**config.mk**
```make
export PLATFORM = sky130hd
export DESIGN_NAME = weighted_average_predictor_with_mae
export DESIGN_NICKNAME = d
export VERILOG_FILES = /design/src/design/wap_pkg.sv /design/src/design/weighted_average_predictor_with_mae.sv
export SDC_FILE = /design/constraint.sdc
export NUM_CORES = 1
export LEC_CHECK = 0
export ABC_AREA = 1
export CAP_MARGIN = 20
export CORE_MARGIN = 1.5
export CORE_UTILIZATION = 47
export DETAILED_ROUTE_END_ITERATION = 16
export DONT_BUFFER_PORTS = 1
export PLACE_DENSITY_LB_ADDON = 0.12
export SYNTH_ARGS = -nofsm -noshare
export SYNTH_HDL_FRONTEND = slang
export SYNTH_SLANG_ARGS = --single-unit
export TNS_END_PERCENT = 10
```
**constraint.sdc**
```tcl
create_clock -name clk -period 4.3 [get_ports clk]
set_input_delay 0.43 -clock clk [delete_from_list [all_inputs] [get_ports clk]]
set_output_delay 0.43 -clock clk [all_outputs]
set_load 0.01 [all_outputs]
```
**src/design/wap_pkg.sv**
```systemverilog
`timescale 1ns / 1ps
// ----------------------------------------------------------------------------
// wap_pkg - shared definitions for the weighted average predictor
// Window size, derived widths and the sequencer state type.
// ----------------------------------------------------------------------------
package wap_pkg;

	localparam int WIN    = 16;
	localparam int SLOT_W = $clog2(WIN);
	localparam int CNT_W  = $clog2(WIN + 1);
	localparam int WSUM_W = $clog2(WIN * (WIN + 1) / 2 + 1);
	localparam int MAE_W  = 16 + CNT_W;
	localparam int ACC_W  = 17 + WSUM_W;
	localparam int DIV_N  = ACC_W - 1;
	localparam int DIV_CW = $clog2(DIV_N);

	typedef enum logic [2:0] {
		ST_IDLE,
		ST_WALK,
		ST_SETUP,
		ST_DIV,
		ST_DONE
	} state_t;

endpackage

```
**src/design/weighted_average_predictor_with_mae.sv**
```systemverilog
`timescale 1ns / 1ps
// ----------------------------------------------------------------------------
// weighted_average_predictor_with_mae - linearly weighted forecast with MAE
// Sample and forecast rings in memories, window walk, bit-serial division.
// ----------------------------------------------------------------------------
// Each accepted sample is written to the sample ring, then the window is
// walked once: one sample-ring port reads slots in order for the mean
// absolute error against the forecast ring, the other reads back from the
// newest sample for the weighted sum. Two restoring dividers then run side by
// side, one quotient bit per cycle; no new sample is taken while the walk and
// the divisions run. The result sits in an output register, so the next sample
// is taken while it waits; forecast slots not yet written read as zero through
// per-entry valid flags.
// ----------------------------------------------------------------------------
module weighted_average_predictor_with_mae
	import wap_pkg::*;
(
	input  logic        clk,
	input  logic        arst_n,
	input  logic        in_valid,
	output logic        in_stall,
	input  logic [15:0] sample,
	output logic        out_valid,
	input  logic        out_stall,
	output logic [15:0] prediction,
	output logic [15:0] mean_abs_error,
	output logic [4:0]  samples_held
);

	state_t state_q, state_d;

	logic [15:0] sample_ring   [WIN];
	logic [15:0] forecast_ring [WIN];
	logic [WIN-1:0] fvalid_q;

	logic [SLOT_W-1:0] write_slot_q, newest_q;
	logic [CNT_W-1:0]  fill_q, idx_q;
	logic [DIV_CW-1:0] dcnt_q;

	logic [SLOT_W-1:0] rd_a, rd_b;
	logic [CNT_W-1:0]  b_sum;
	logic              walk_done, div_last, out_free, accept;

	logic              rd_vld_s1, fc_ok_s1;
	logic [15:0]       smp_a_s1, smp_b_s1, fc_s1;
	logic [CNT_W-1:0]  wgt_s1;

	logic [MAE_W-1:0]  mae_sum_q;
	logic signed [ACC_W-1:0] wacc_q;

	logic [15:0]       fc_eff;
	logic signed [16:0] diff;
	logic [15:0]       abs_diff;
	logic signed [16+CNT_W:0] prod;

	logic [2*CNT_W-1:0] wprod;
	logic [WSUM_W-1:0]  wsum_q;
	logic               neg_q;
	logic [DIV_N-1:0]   num_a_q, num_b_q;
	logic [WSUM_W:0]    rem_a_q, rem_b_q;
	logic [WSUM_W:0]    t_a, t_b, div_a, div_b;
	logic               qa, qb;
	logic [DIV_N-1:0]   wabs;
	logic [DIV_N-1:0]   pred_mag;
	logic [15:0]        pred_val;

	logic [15:0] prediction_q, mae_q;
	logic [4:0]  held_q;
	logic        out_valid_q;

	assign accept    = in_valid && !in_stall;
	assign out_free  = !out_valid_q || !out_stall;
	assign walk_done = (idx_q == fill_q);
	assign div_last  = (dcnt_q == DIV_CW'(DIV_N - 1));

	// ---------------- sequencer ----------------
	always_ff @(posedge clk or negedge arst_n) begin
		if (!arst_n) begin
			state_q <= ST_IDLE;
		end else begin
			state_q <= state_d;
		end
	end

	always_comb begin
		state_d  = state_q;
		in_stall = 1'b1;
		unique case (state_q)
			ST_IDLE: begin
				in_stall = 1'b0;
				if (in_valid) state_d = ST_WALK;
			end
			ST_WALK: begin
				if (walk_done) state_d = ST_SETUP;
			end
			ST_SETUP: begin
				state_d = ST_DIV;
			end
			ST_DIV: begin
				if (div_last) state_d = ST_DONE;
			end
			ST_DONE: begin
				if (out_free) state_d = ST_IDLE;
			end
			default: begin
				state_d = ST_IDLE;
			end
		endcase
	end

	// ---------------- ring addressing ----------------
	assign b_sum = CNT_W'(newest_q) + CNT_W'(WIN) - idx_q;

	always_comb begin
		rd_a = idx_q[SLOT_W-1:0];
		if (idx_q > CNT_W'(newest_q)) begin
			rd_b = b_sum[SLOT_W-1:0];
		end else begin
			rd_b = newest_q - idx_q[SLOT_W-1:0];
		end
	end

	// ---------------- memories ----------------
	always_ff @(posedge clk) begin
		if (accept) sample_ring[write_slot_q] <= sample;
		smp_a_s1 <= sample_ring[rd_a];
		smp_b_s1 <= sample_ring[rd_b];
	end

	always_ff @(posedge clk) begin
		if (state_q == ST_DONE && out_free) forecast_ring[write_slot_q] <= pred_val;
		fc_s1 <= forecast_ring[rd_a];
	end

	// ---------------- control registers ----------------
	always_ff @(posedge clk or negedge arst_n) begin
		if (!arst_n) begin
			write_slot_q <= '0;
			newest_q     <= '0;
			fill_q       <= '0;
			idx_q        <= '0;
			dcnt_q       <= '0;
			fvalid_q     <= '0;
			rd_vld_s1    <= 1'b0;
			out_valid_q  <= 1'b0;
		end else begin
			rd_vld_s1 <= (state_q == ST_WALK) && !walk_done;
			if (accept) begin
				newest_q     <= write_slot_q;
				write_slot_q <= (write_slot_q == SLOT_W'(WIN - 1)) ? '0 : write_slot_q + 1'b1;
				if (fill_q < CNT_W'(WIN)) fill_q <= fill_q + 1'b1;
				idx_q <= '0;
			end else if (state_q == ST_WALK && !walk_done) begin
				idx_q <= idx_q + 1'b1;
			end
			if (state_q == ST_SETUP) begin
				dcnt_q <= '0;
			end else if (state_q == ST_DIV) begin
				dcnt_q <= dcnt_q + 1'b1;
			end
			if (out_valid_q && !out_stall) out_valid_q <= 1'b0;
			if (state_q == ST_DONE && out_free) begin
				out_valid_q            <= 1'b1;
				fvalid_q[write_slot_q] <= 1'b1;
			end
		end
	end

	// ---------------- window walk datapath ----------------
	always_ff @(posedge clk) begin
		fc_ok_s1 <= fvalid_q[rd_a];
		wgt_s1   <= fill_q - idx_q;
	end

	assign fc_eff   = fc_ok_s1 ? fc_s1 : 16'd0;
	assign diff     = $signed({fc_eff[15], fc_eff}) - $signed({smp_a_s1[15], smp_a_s1});
	assign abs_diff = diff[16] ? 16'(-diff) : diff[15:0];
	assign prod     = $signed(smp_b_s1) * $signed({1'b0, wgt_s1});

	always_ff @(posedge clk) begin
		if (accept) begin
			mae_sum_q <= '0;
			wacc_q    <= '0;
		end else if (rd_vld_s1) begin
			mae_sum_q <= mae_sum_q + MAE_W'(abs_diff);
			wacc_q    <= wacc_q + ACC_W'(prod);
		end
	end

	// ---------------- dividers ----------------
	assign wprod = (2 * CNT_W)'(fill_q) * ((2 * CNT_W)'(fill_q) + 1'b1);
	assign wabs  = wacc_q[ACC_W-1] ? DIV_N'(-wacc_q) : DIV_N'(wacc_q);
	assign div_a = (WSUM_W + 1)'(fill_q);
	assign div_b = {1'b0, wsum_q};
	assign t_a   = {rem_a_q[WSUM_W-1:0], num_a_q[DIV_N-1]};
	assign t_b   = {rem_b_q[WSUM_W-1:0], num_b_q[DIV_N-1]};
	assign qa    = (t_a >= div_a);
	assign qb    = (t_b >= div_b);

	always_ff @(posedge clk) begin
		if (state_q == ST_SETUP) begin
			wsum_q  <= WSUM_W'(wprod >> 1);
			neg_q   <= wacc_q[ACC_W-1];
			num_a_q <= DIV_N'(mae_sum_q);
			num_b_q <= wabs;
			rem_a_q <= '0;
			rem_b_q <= '0;
		end else if (state_q == ST_DIV) begin
			rem_a_q <= qa ? t_a - div_a : t_a;
			rem_b_q <= qb ? t_b - div_b : t_b;
			num_a_q <= {num_a_q[DIV_N-2:0], qa};
			num_b_q <= {num_b_q[DIV_N-2:0], qb};
		end
	end

	// truncate toward zero: negate the magnitude quotient
	assign pred_mag = neg_q ? -num_b_q : num_b_q;
	assign pred_val = pred_mag[15:0];

	// ---------------- output register ----------------
	always_ff @(posedge clk) begin
		if (state_q == ST_DONE && out_free) begin
			prediction_q <= pred_val;
			mae_q        <= (num_a_q > DIV_N'(16'hFFFF)) ? 16'hFFFF : num_a_q[15:0];
			held_q       <= 5'(fill_q);
		end
	end

	assign out_valid      = out_valid_q;
	assign prediction     = prediction_q;
	assign mean_abs_error = mae_q;
	assign samples_held   = held_q;

endmodule
```
# After elaboration in Yosys (flattened, before gate mapping)
# Memory sizes are Yosys's and may differ from the RTL's. A register that Yosys moved wholly into a read port is not among the register bits.
# Index checks and enable logic that the tools add are counted.
# word_totals
ff_bits	206
ram_bits	512
wordCells	111
memories	2
# memory_table
memory	words	word_bits	rd	rd_clocked_by_memory_dff	write_ports	line	text
forecast_ring	16	16	1	1	1	weighted_average_predictor_with_mae.sv:33	logic [15:0] forecast_ring [WIN];
sample_ring	16	16	2	2	1	weighted_average_predictor_with_mae.sv:32	logic [15:0] sample_ring [WIN];
# op_classes
addsub	17
mul	2
n_lt_le_gt_ge	8
eq_ne	11
n_mux	32
bitwise_logic	1
reduce_logical	15
# op_table
operator	n
2-to-1 mux 24 bit	3
2-to-1 mux 16 bit	3
2-to-1 mux 21 bit	2
negator 16 bit	2
adder 25 x 22 -> 25 bit	1
greater-than comparator 24 x 16 -> 1 bit (second input constant)	1
negator 24 bit	1
multiplier 16 x 6 -> 22 bit	1
adder 21 x 16 -> 21 bit	1
2-to-1 mux 5 bit	4
subtractor 16 x 16 -> 17 bit	1
2-to-1 mux 8 bit	2
bitwise OR 16 bit	1
adder 5 x 1 -> 5 bit (second input constant)	3
one-hot mux 3 bit (5 select lines)	1
2-to-1 mux 3 bit	4
less-than comparator 4 x 5 -> 1 bit (second input constant)	2
greater-or-equal comparator 9 x 5 -> 1 bit	1
greater-or-equal comparator 9 x 8 -> 1 bit	1
multiplier 5 x 6 -> 9 bit	1
2-to-1 mux 1 bit	9
adder 4 x 1 -> 4 bit (second input constant)	2
2-to-1 mux 4 bit	2
!= test 2 bit (second input constant)	4
23 further kinds	33

# Logic depth before layout (Yosys ltp)
# Gate-level depths: netlist (run 1).
# depth
ltp_word	5
ltp_mapped	31
depth_no_buf	29

# Worst setup path after synthesis (run 1)
# OpenSTA, ideal clock, no wires.
# synth_timing
kind	flip-flop to flip-flop
start	reg wgt_s1[2]
end	reg wacc_q[16]
setup_time_ps	109
arrival_ps	4256
required_time_ps	4191
setup_slack_ps	-65
path_stages_with_launch	19
period_less_slack_ps	4365
cell_sequence	dfxtp_1 clkbuf_1 clkbuf_1 nand2_1 fa_1 inv_1 fa_1 fa_1 fa_1 ha_1 a21oi_1 o21ai_0 a21oi_1 inv_1 a21oi_1 xor2_1 nand2_1 nand2_1 inv_1
# synth_via
elab_chain_len	2
# synth_lines
element	line	text
from (decl)	weighted_average_predictor_with_mae.sv:46	logic [CNT_W-1:0] wgt_s1;
from (signal assigned)	weighted_average_predictor_with_mae.sv:172	wgt_s1 <= fill_q - idx_q;
multiplier 16 x 6 -> 22 bit	weighted_average_predictor_with_mae.sv:178	assign prod = $signed(smp_b_s1) * $signed({1'b0, wgt_s1});
adder 25 x 22 -> 25 bit	weighted_average_predictor_with_mae.sv:186	wacc_q <= wacc_q + ACC_W'(prod);
to (signal assigned)	weighted_average_predictor_with_mae.sv:186	
to (decl)	weighted_average_predictor_with_mae.sv:49	logic signed [ACC_W-1:0] wacc_q;
# No other way between the ends.
# A chain may end at the register's enable or synchronous reset.

# Worst setup path in the final report (run 1)
# layout_timing
start	reg wgt_s1[1]
end	reg wacc_q[16]
# The elaborated chain is that of the path after synthesis.

==> results of run 1 <==
stage by stage:
stage	area [um^2]	worst slack [ns]
floorplan	40100	0.0108
global placement	41900	-0.0447
detailed placement	41900	-0.0773
CTS	44800	0.00707
global route	45100	-0.0752
finish	45100	0.113
metal layers:
metal,GRT usage [%],vias to the layer above,part of all wire [%]
li1,-,14400,-
met1,34.3,14100,44
met2,41.4,817,48
met3,3.13,185,5.2
met4,8.21,14,2.9
met5,0,-,0.073
worst reg2reg max path, delay by kind of cell, from the launching register on:
| family | cells | cell delay (ns) |
|---|---|---|
| AO/OA/AOI/OAI | 2 | 0.36 |
| buffers and inverters | 7 | 0.57 |
| adder cells (fa/ha/maj) | 5 | 2.25 |
| flip-flops | 1 | 0.33 |
| XOR/XNOR | 1 | 0.16 |
| AND/OR/NAND/NOR | 5 | 0.38 |
registers in the layout (all words and copies together) (netlist names), 3 cells and up:
register        flops
mae_sum_q          21
wacc_q             25
newest_q            4
rem_a_q             8
fill_q              5
num_b_q            24
wgt_s1              5
mean_abs_error     16
fvalid_q           16
idx_q               5
forecast_ring     256
num_a_q            24
smp_b_s1           16
wsum_q              8
sample_ring       256
write_slot_q        4
fc_s1              16
dcnt_q              5
rem_b_q             8
samples_held        5
state_q             3
prediction         16
smp_a_s1           16
cell type report:
cell class | count | share of cell area (%)
clock buffer | 114 | 5.12
sequential | 766 | 47.9
inverter | 517 | 4.33
clock inverter | 45 | 0.895
tap | 1134 | 3.14
timing repair buffer | 154 | 2.97
multi-input combinational | 2724 | 35.7
antenna | 1 | 0.00554
worst max-delay path by stage:
stage,startpoint,slack (ns),endpoint,cells past startpoint
5_1_grt,smp_b_s1[15],-0.08,wacc_q[24],18
4_1_cts,wgt_s1[0],0.007,wacc_q[14],17
2_1_floorplan,wgt_s1[0],0.01,wacc_q[16],18
3_5_place_dp,wgt_s1[2],-0.08,wacc_q[22],16
3_3_place_gp,wgt_s1[2],-0.04,wacc_q[22],16
6_report,wgt_s1[1],0.11,wacc_q[16],20
synthesized netlist by cell type, drive strengths merged (2+ instances only):
| cell type | number | area [um^2] |
|---|---|---|
| buf | 72 | 347 |
| dfxtp | 119 | 2380 |
| nor3 | 23 | 120 |
| and2 | 2 | 12.5 |
| o211ai | 49 | 368 |
| xnor2 | 33 | 297 |
| a21boi | 6 | 45.0 |
| nand2 | 686 | 2620 |
| a211oi | 4 | 30.0 |
| nor4 | 3 | 18.8 |
| clkbuf | 133 | 499 |
| a31oi | 19 | 119 |
| o21bai | 17 | 128 |
| o221ai | 29 | 254 |
| nor2 | 411 | 1580 |
| mux2 | 16 | 180 |
| dfrtp | 44 | 1100 |
| nand3b | 9 | 67.6 |
| o21ai | 574 | 2870 |
| a21o | 25 | 188 |
| xor2 | 56 | 490 |
| o21a | 2 | 15.0 |
| nand3 | 187 | 961 |
| o31ai | 2 | 15.0 |
| edfxtp | 603 | 18100 |
| ha | 132 | 1650 |
| fa | 88 | 1760 |
| o22ai | 39 | 244 |
| inv | 516 | 1940 |
| and3 | 3 | 18.8 |
| nand4 | 26 | 163 |
| or2 | 11 | 68.8 |
| a21oi | 269 | 1360 |
kinds of logic after synthesis:
| family | share of synthesized area, % |
|---|---|
| flops | 53.9 |
| compound gates | 14.1 |
| fa+ha+maj | 8.52 |
| xor+xnor | 1.96 |
| buf+inv | 6.97 |
| mux | 0.450 |
| simple gates | 14.1 |
what timing repair did:
action | 4_1_cts | 5_1_grt
hold buffers | 18 | 0
resized for setup | 3 | 61
setup buffers | 0 | 2
endpoints found under the setup margin | 10 | 25
pin swaps | 0 | 16
endpoints found under the hold margin | 300 | 0
==> run_results.csv, run 1 <==
group,metric,value,unit
synthesis,synth.yosys.seq_area_share,53.9,%
critical_path,max_stage_delay,0.54,ns
status,outcome,"finished, final reports clean",
clock_network,clockBufferDepth,3,
critical_path,r2r_slack,0.11,ns
critical_path,critPathMaxFanout,16,
grt,track_usage,25.1,%
final_layout,final_common_cell,"nand2_1",
sta,max_freq,0.239,GHz
synthesis,syn_area,40100,um^2
synthesis,synthCells,4212,
drt,drc,0,
drt,via_count,29600,
floorplan,die_x,295,um
final_layout,layout-drive-gt1-share,9.79,%
drt,drt-total-wl,108000,um
final_layout,fin_util,53.8,%
floorplan,dieArea,87000,um^2
critical_path,path_delay_family,"adder cells",
drt,drtPass1Iterations,5,
job,drv_cap,0,
synthesis,synth_edf_count,603,
grt,grt_pass1_wl,167000,um
sta,max_slew_margin,23.9,%
critical_path,reg2reg_depth,20,
sta,finalCritPeriodShare,97.4,%
drt,routed_via_density,5.42,
sta,finalSetupViolations,0,
critical_path,cpMostUsedCell,"inv_1",
grt,grt_max_degree,200,
critical_path,path_cells,"buf_12 -> nand2_1 -> inv_1 -> fa_1 -> inv_1 -> fa_1 -> fa_1 -> inv_1 -> fa_1 -> ha_1 -> buf_4 -> nand2_1 -> nor2_2 -> a21oi_2 -> inv_1 -> a21oi_1 -> xor2_1 -> nand2_1 -> nand2_1 -> inv_1",
grt,grt_antenna_before_repair,11,
sta,slew_violations,0,
worst_hold_path,worst_hold_path_type,"input port to flip-flop",
final_layout,fillerInstances,7599,
final_layout,area_delta_synth_final,12.7,%
critical_path,worstSetupStartpointType,"flip-flop",
place,portBuffers,0,
floorplan,rows,106,
drt,ant_nets,0,
clock_network,clk_pin_slew,0.06,ns
sta,fin_skew,0.0188,ns
final_layout,instances_no_fill,5455,
worst_hold_path,worstHoldPathCells,2,
sta,finalHoldViolCount,0,
place,dp_cells,5274,
final_layout,seqCellArea,21600,um^2
final_layout,fin_nets,4488,
sta,tightest_slew,1.14,ns
final_layout,multi_input_comb_area,16100,um^2
critical_path,timing.rr.end,"wacc_q[16]",
drt,dr.first_iter.drc_count,2446,
place,hpwl,68700,um
clock_network,cts_tree,"built",
sta,rsz0062_at_grt,"true",
clock_network,cts_root_buffer,"clkbuf_16",
grt,grt_pass1_vias,28200,
synthesis,synthFlopType,"edfxtp_1",
synthesis,postSynthAreaPerCell,9.51,um^2
sta,hold_ws,0.0281,ns
clock_network,clkSinkCount,766,
floorplan,core,84000,um^2
synthesis,async_flop_share,5.74,%
sta,setup_tns,0,ns
floorplan,initial_core_util,47.7,%
drt,post_drt_wl_per_cell,19.8,um
worst_hold_path,min_to,"out_valid",
clock_network,htree_levels,3,
synthesis,syn_nets,4452,
critical_path,crit_buf_inv,7,
critical_path,worstSetupPathType,"flip-flop to flip-flop",
clock_network,cts_buffers,85,
clock_network,clkLatencyLatePin,0.65,ns
floorplan,die_y,295,um
worst_hold_path,min_from,"out_stall",
sta,min_period,4.19,ns
place,routabilityCongestion,0.885,
critical_path,cp-end-kind,"flip-flop",
critical_path,r2r_start,"wgt_s1[1]",
critical_path,required,4.85,ns
synthesis,ys_types,52,
critical_path,crit_arrival,4.74,ns
synthesis,synth_seq_cells,766,
grt,grt-ovfl-total,0,
synthesis,ys_warn_count,0,
critical_path,crit_path_top_delay_cell,"fa_1",
floorplan,io_pins,59,
final_layout,layout_common_cells,"nand2_1 (666), edfxtp_1 (603), o21ai_0 (553), inv_1 (501), nor2_1 (362)",
Power of run 1 is left out: the tool's default activity adds up to more than one toggle a clock period on the data nets, which glitch-free logic cannot reach.
==> run 2, diff against run 1 <==
CORE_UTILIZATION = 40   (was 47)
==> run_results.csv, run 2 (synthesized netlist as in run 1, its figures left out) <==
group,metric,value,unit
clock_network,clkSinkCount,766,
clock_network,clk_pin_slew,0.06,ns
grt,grt_pass1_vias,28600,
critical_path,crit_arrival,4.76,ns
floorplan,die_y,319,um
final_layout,layout_common_cells,"nand2_1 (668), edfxtp_1 (603), o21ai_0 (552), inv_1 (503), nor2_1 (363)",
drt,via_count,29600,
final_layout,multi_input_comb_area,16100,um^2
final_layout,fillerInstances,9352,
clock_network,cts_tree,"built",
final_layout,post-route-cell-area,45400,um^2
sta,min_period,4.16,ns
drt,drc,0,
final_layout,seqCellArea,21600,um^2
grt,grt_antenna_before_repair,8,
clock_network,cts_root_buffer,"clkbuf_16",
final_layout,fin_nets,4488,
sta,tightest_slew,1.01,ns
final_layout,area_delta_synth_final,13.5,%
floorplan,rows,115,
floorplan,initial_core_util,40.5,%
clock_network,clkLatencyLatePin,0.68,ns
critical_path,critPathMaxFanout,10,
critical_path,cp-end-kind,"flip-flop",
drt,dr.first_iter.drc_count,2130,
status,outcome,"finished, final reports clean",
sta,finalCritPeriodShare,96.7,%
final_layout,layout-drive-gt1-share,9.88,%
drt,post_drt_wl_per_cell,19.9,um
drt,drtPass1Iterations,5,
final_layout,reg.largest.list,"forecast_ring: 256 flops, sample_ring: 256 flops, wacc_q: 25 flops",
final_layout,final_common_cell,"nand2_1",
grt,grt_pass1_wl,171000,um
drt,ant_nets,0,
final_layout,diodes,0,
clock_network,htree_levels,3,
sta,slew_violations,0,
drt,drt-total-wl,112000,um
worst_hold_path,worst_hold_path_type,"input port to flip-flop",
floorplan,io_pins,59,
place,place_ws,-0.0552,ns
place,placed_area,42100,um^2
grt,track_usage,21.8,%
critical_path,required,4.91,ns
grt,grt-ovfl-total,0,
clock_network,clockBufferDepth,3,
floorplan,die_x,319,um
critical_path,worstSetupPathType,"flip-flop to flip-flop",
sta,fin_skew,0.0293,ns
sta,finalHoldViolCount,0,
sta,max_slew_margin,32.3,%
sta,finalSetupViolations,0,
sta,max_freq,0.241,GHz
job,drv_cap,0,
sta,fin_ws,0.142,ns
place,routabilityCongestion,0.877,
drt,routed_via_density,5.27,
floorplan,core,98900,um^2
floorplan,dieArea,102000,um^2
critical_path,worstSetupStartpointType,"flip-flop",
place,portBuffers,0,
sta,rsz0062_at_grt,"true",
grt,grt_max_degree,160,
clock_network,cts_buffers,89,
place,hpwl,70200,um
==> run 2: worst paths after layout <==
kind                                 start           to  slack, ns  depth (start not counted)
worst min register to register  rem_b_q[7]   rem_b_q[7]       0.46                          2
max in group asynchronous           arst_n     idx_q[1]       3.72                          2
worst min-delay path              in_valid  newest_q[0]       0.22                          3
worst max register to register   wgt_s1[2]   wacc_q[21]       0.14                         19
worst max-delay path             wgt_s1[2]   wacc_q[21]       0.14                         19
min in group asynchronous           arst_n    dcnt_q[0]       0.28                          2
==> run 2: what timing repair did <==
| action | 4_1_cts | 5_1_grt |
|---|---|---|
| pin swaps | 0 | 7 |
| endpoints found under the setup margin | 7 | 25 |
| hold buffers | 19 | 0 |
| cloned | 0 | 0 |
| setup buffers | 0 | 1 |
| endpoints found under the hold margin | 301 | 0 |
| resized for setup | 2 | 54 |
==> run 2: worst max-delay path: stages, from the launching register on <==
cell	delay (ns)
dfxtp_4	0.36
buf_12	0.14
nand2_1	0.06
inv_1	0.05
fa_1	0.57
fa_1	0.45
fa_1	0.57
fa_1	0.48
ha_4	0.31
buf_4	0.12
nand2_1	0.08
nor2_2	0.22
nand2_1	0.08
nand2_1	0.10
nand2_1	0.06
nand3_1	0.11
a21oi_1	0.07
o21ai_1	0.12
nand2_1	0.07
inv_1	0.05
==> run 2: metrics by stage <==
| stage | hold slack [ns] | util (%) | std cells | TNS [ns] |
|---|---|---|---|---|
| 2_1_floorplan | 0.134 | - | 4212 | 0 |
| 3_3_place_gp | 0.139 | 42.6 | 5423 | -0.0336 |
| 3_5_place_dp | 0.138 | 42.6 | 5424 | -0.141 |
| 4_1_cts | 0.174 | 45.7 | 5610 | -0.0523 |
| 5_1_grt | 0.217 | 46.0 | 5611 | -0.554 |
| 6_report | 0.217 | 46.0 | 5611 | 0 |
==> run 2: area by class of cell <==
| cell class | count | area share, % |
|---|---|---|
| multi-input combinational | 2724 | 35.4 |
| clock inverter | 49 | 1.03 |
| sequential | 766 | 47.5 |
| clock buffer | 118 | 5.36 |
| tap | 1287 | 3.54 |
| inverter | 517 | 4.30 |
| timing repair buffer | 150 | 2.87 |
==> run 2: metal layers <==
| metal | vias up | GRT usage, % | wire length (um) |
|---|---|---|---|
| met5 | - | 0 | 59 |
| met4 | 10 | 5.81 | 2430 |
| met3 | 159 | 2.75 | 5160 |
| met2 | 659 | 37.0 | 54000 |
| met1 | 14300 | 29.5 | 50300 |
| li1 | 14400 | - | - |
Power of run 2 is left out for the same reason.
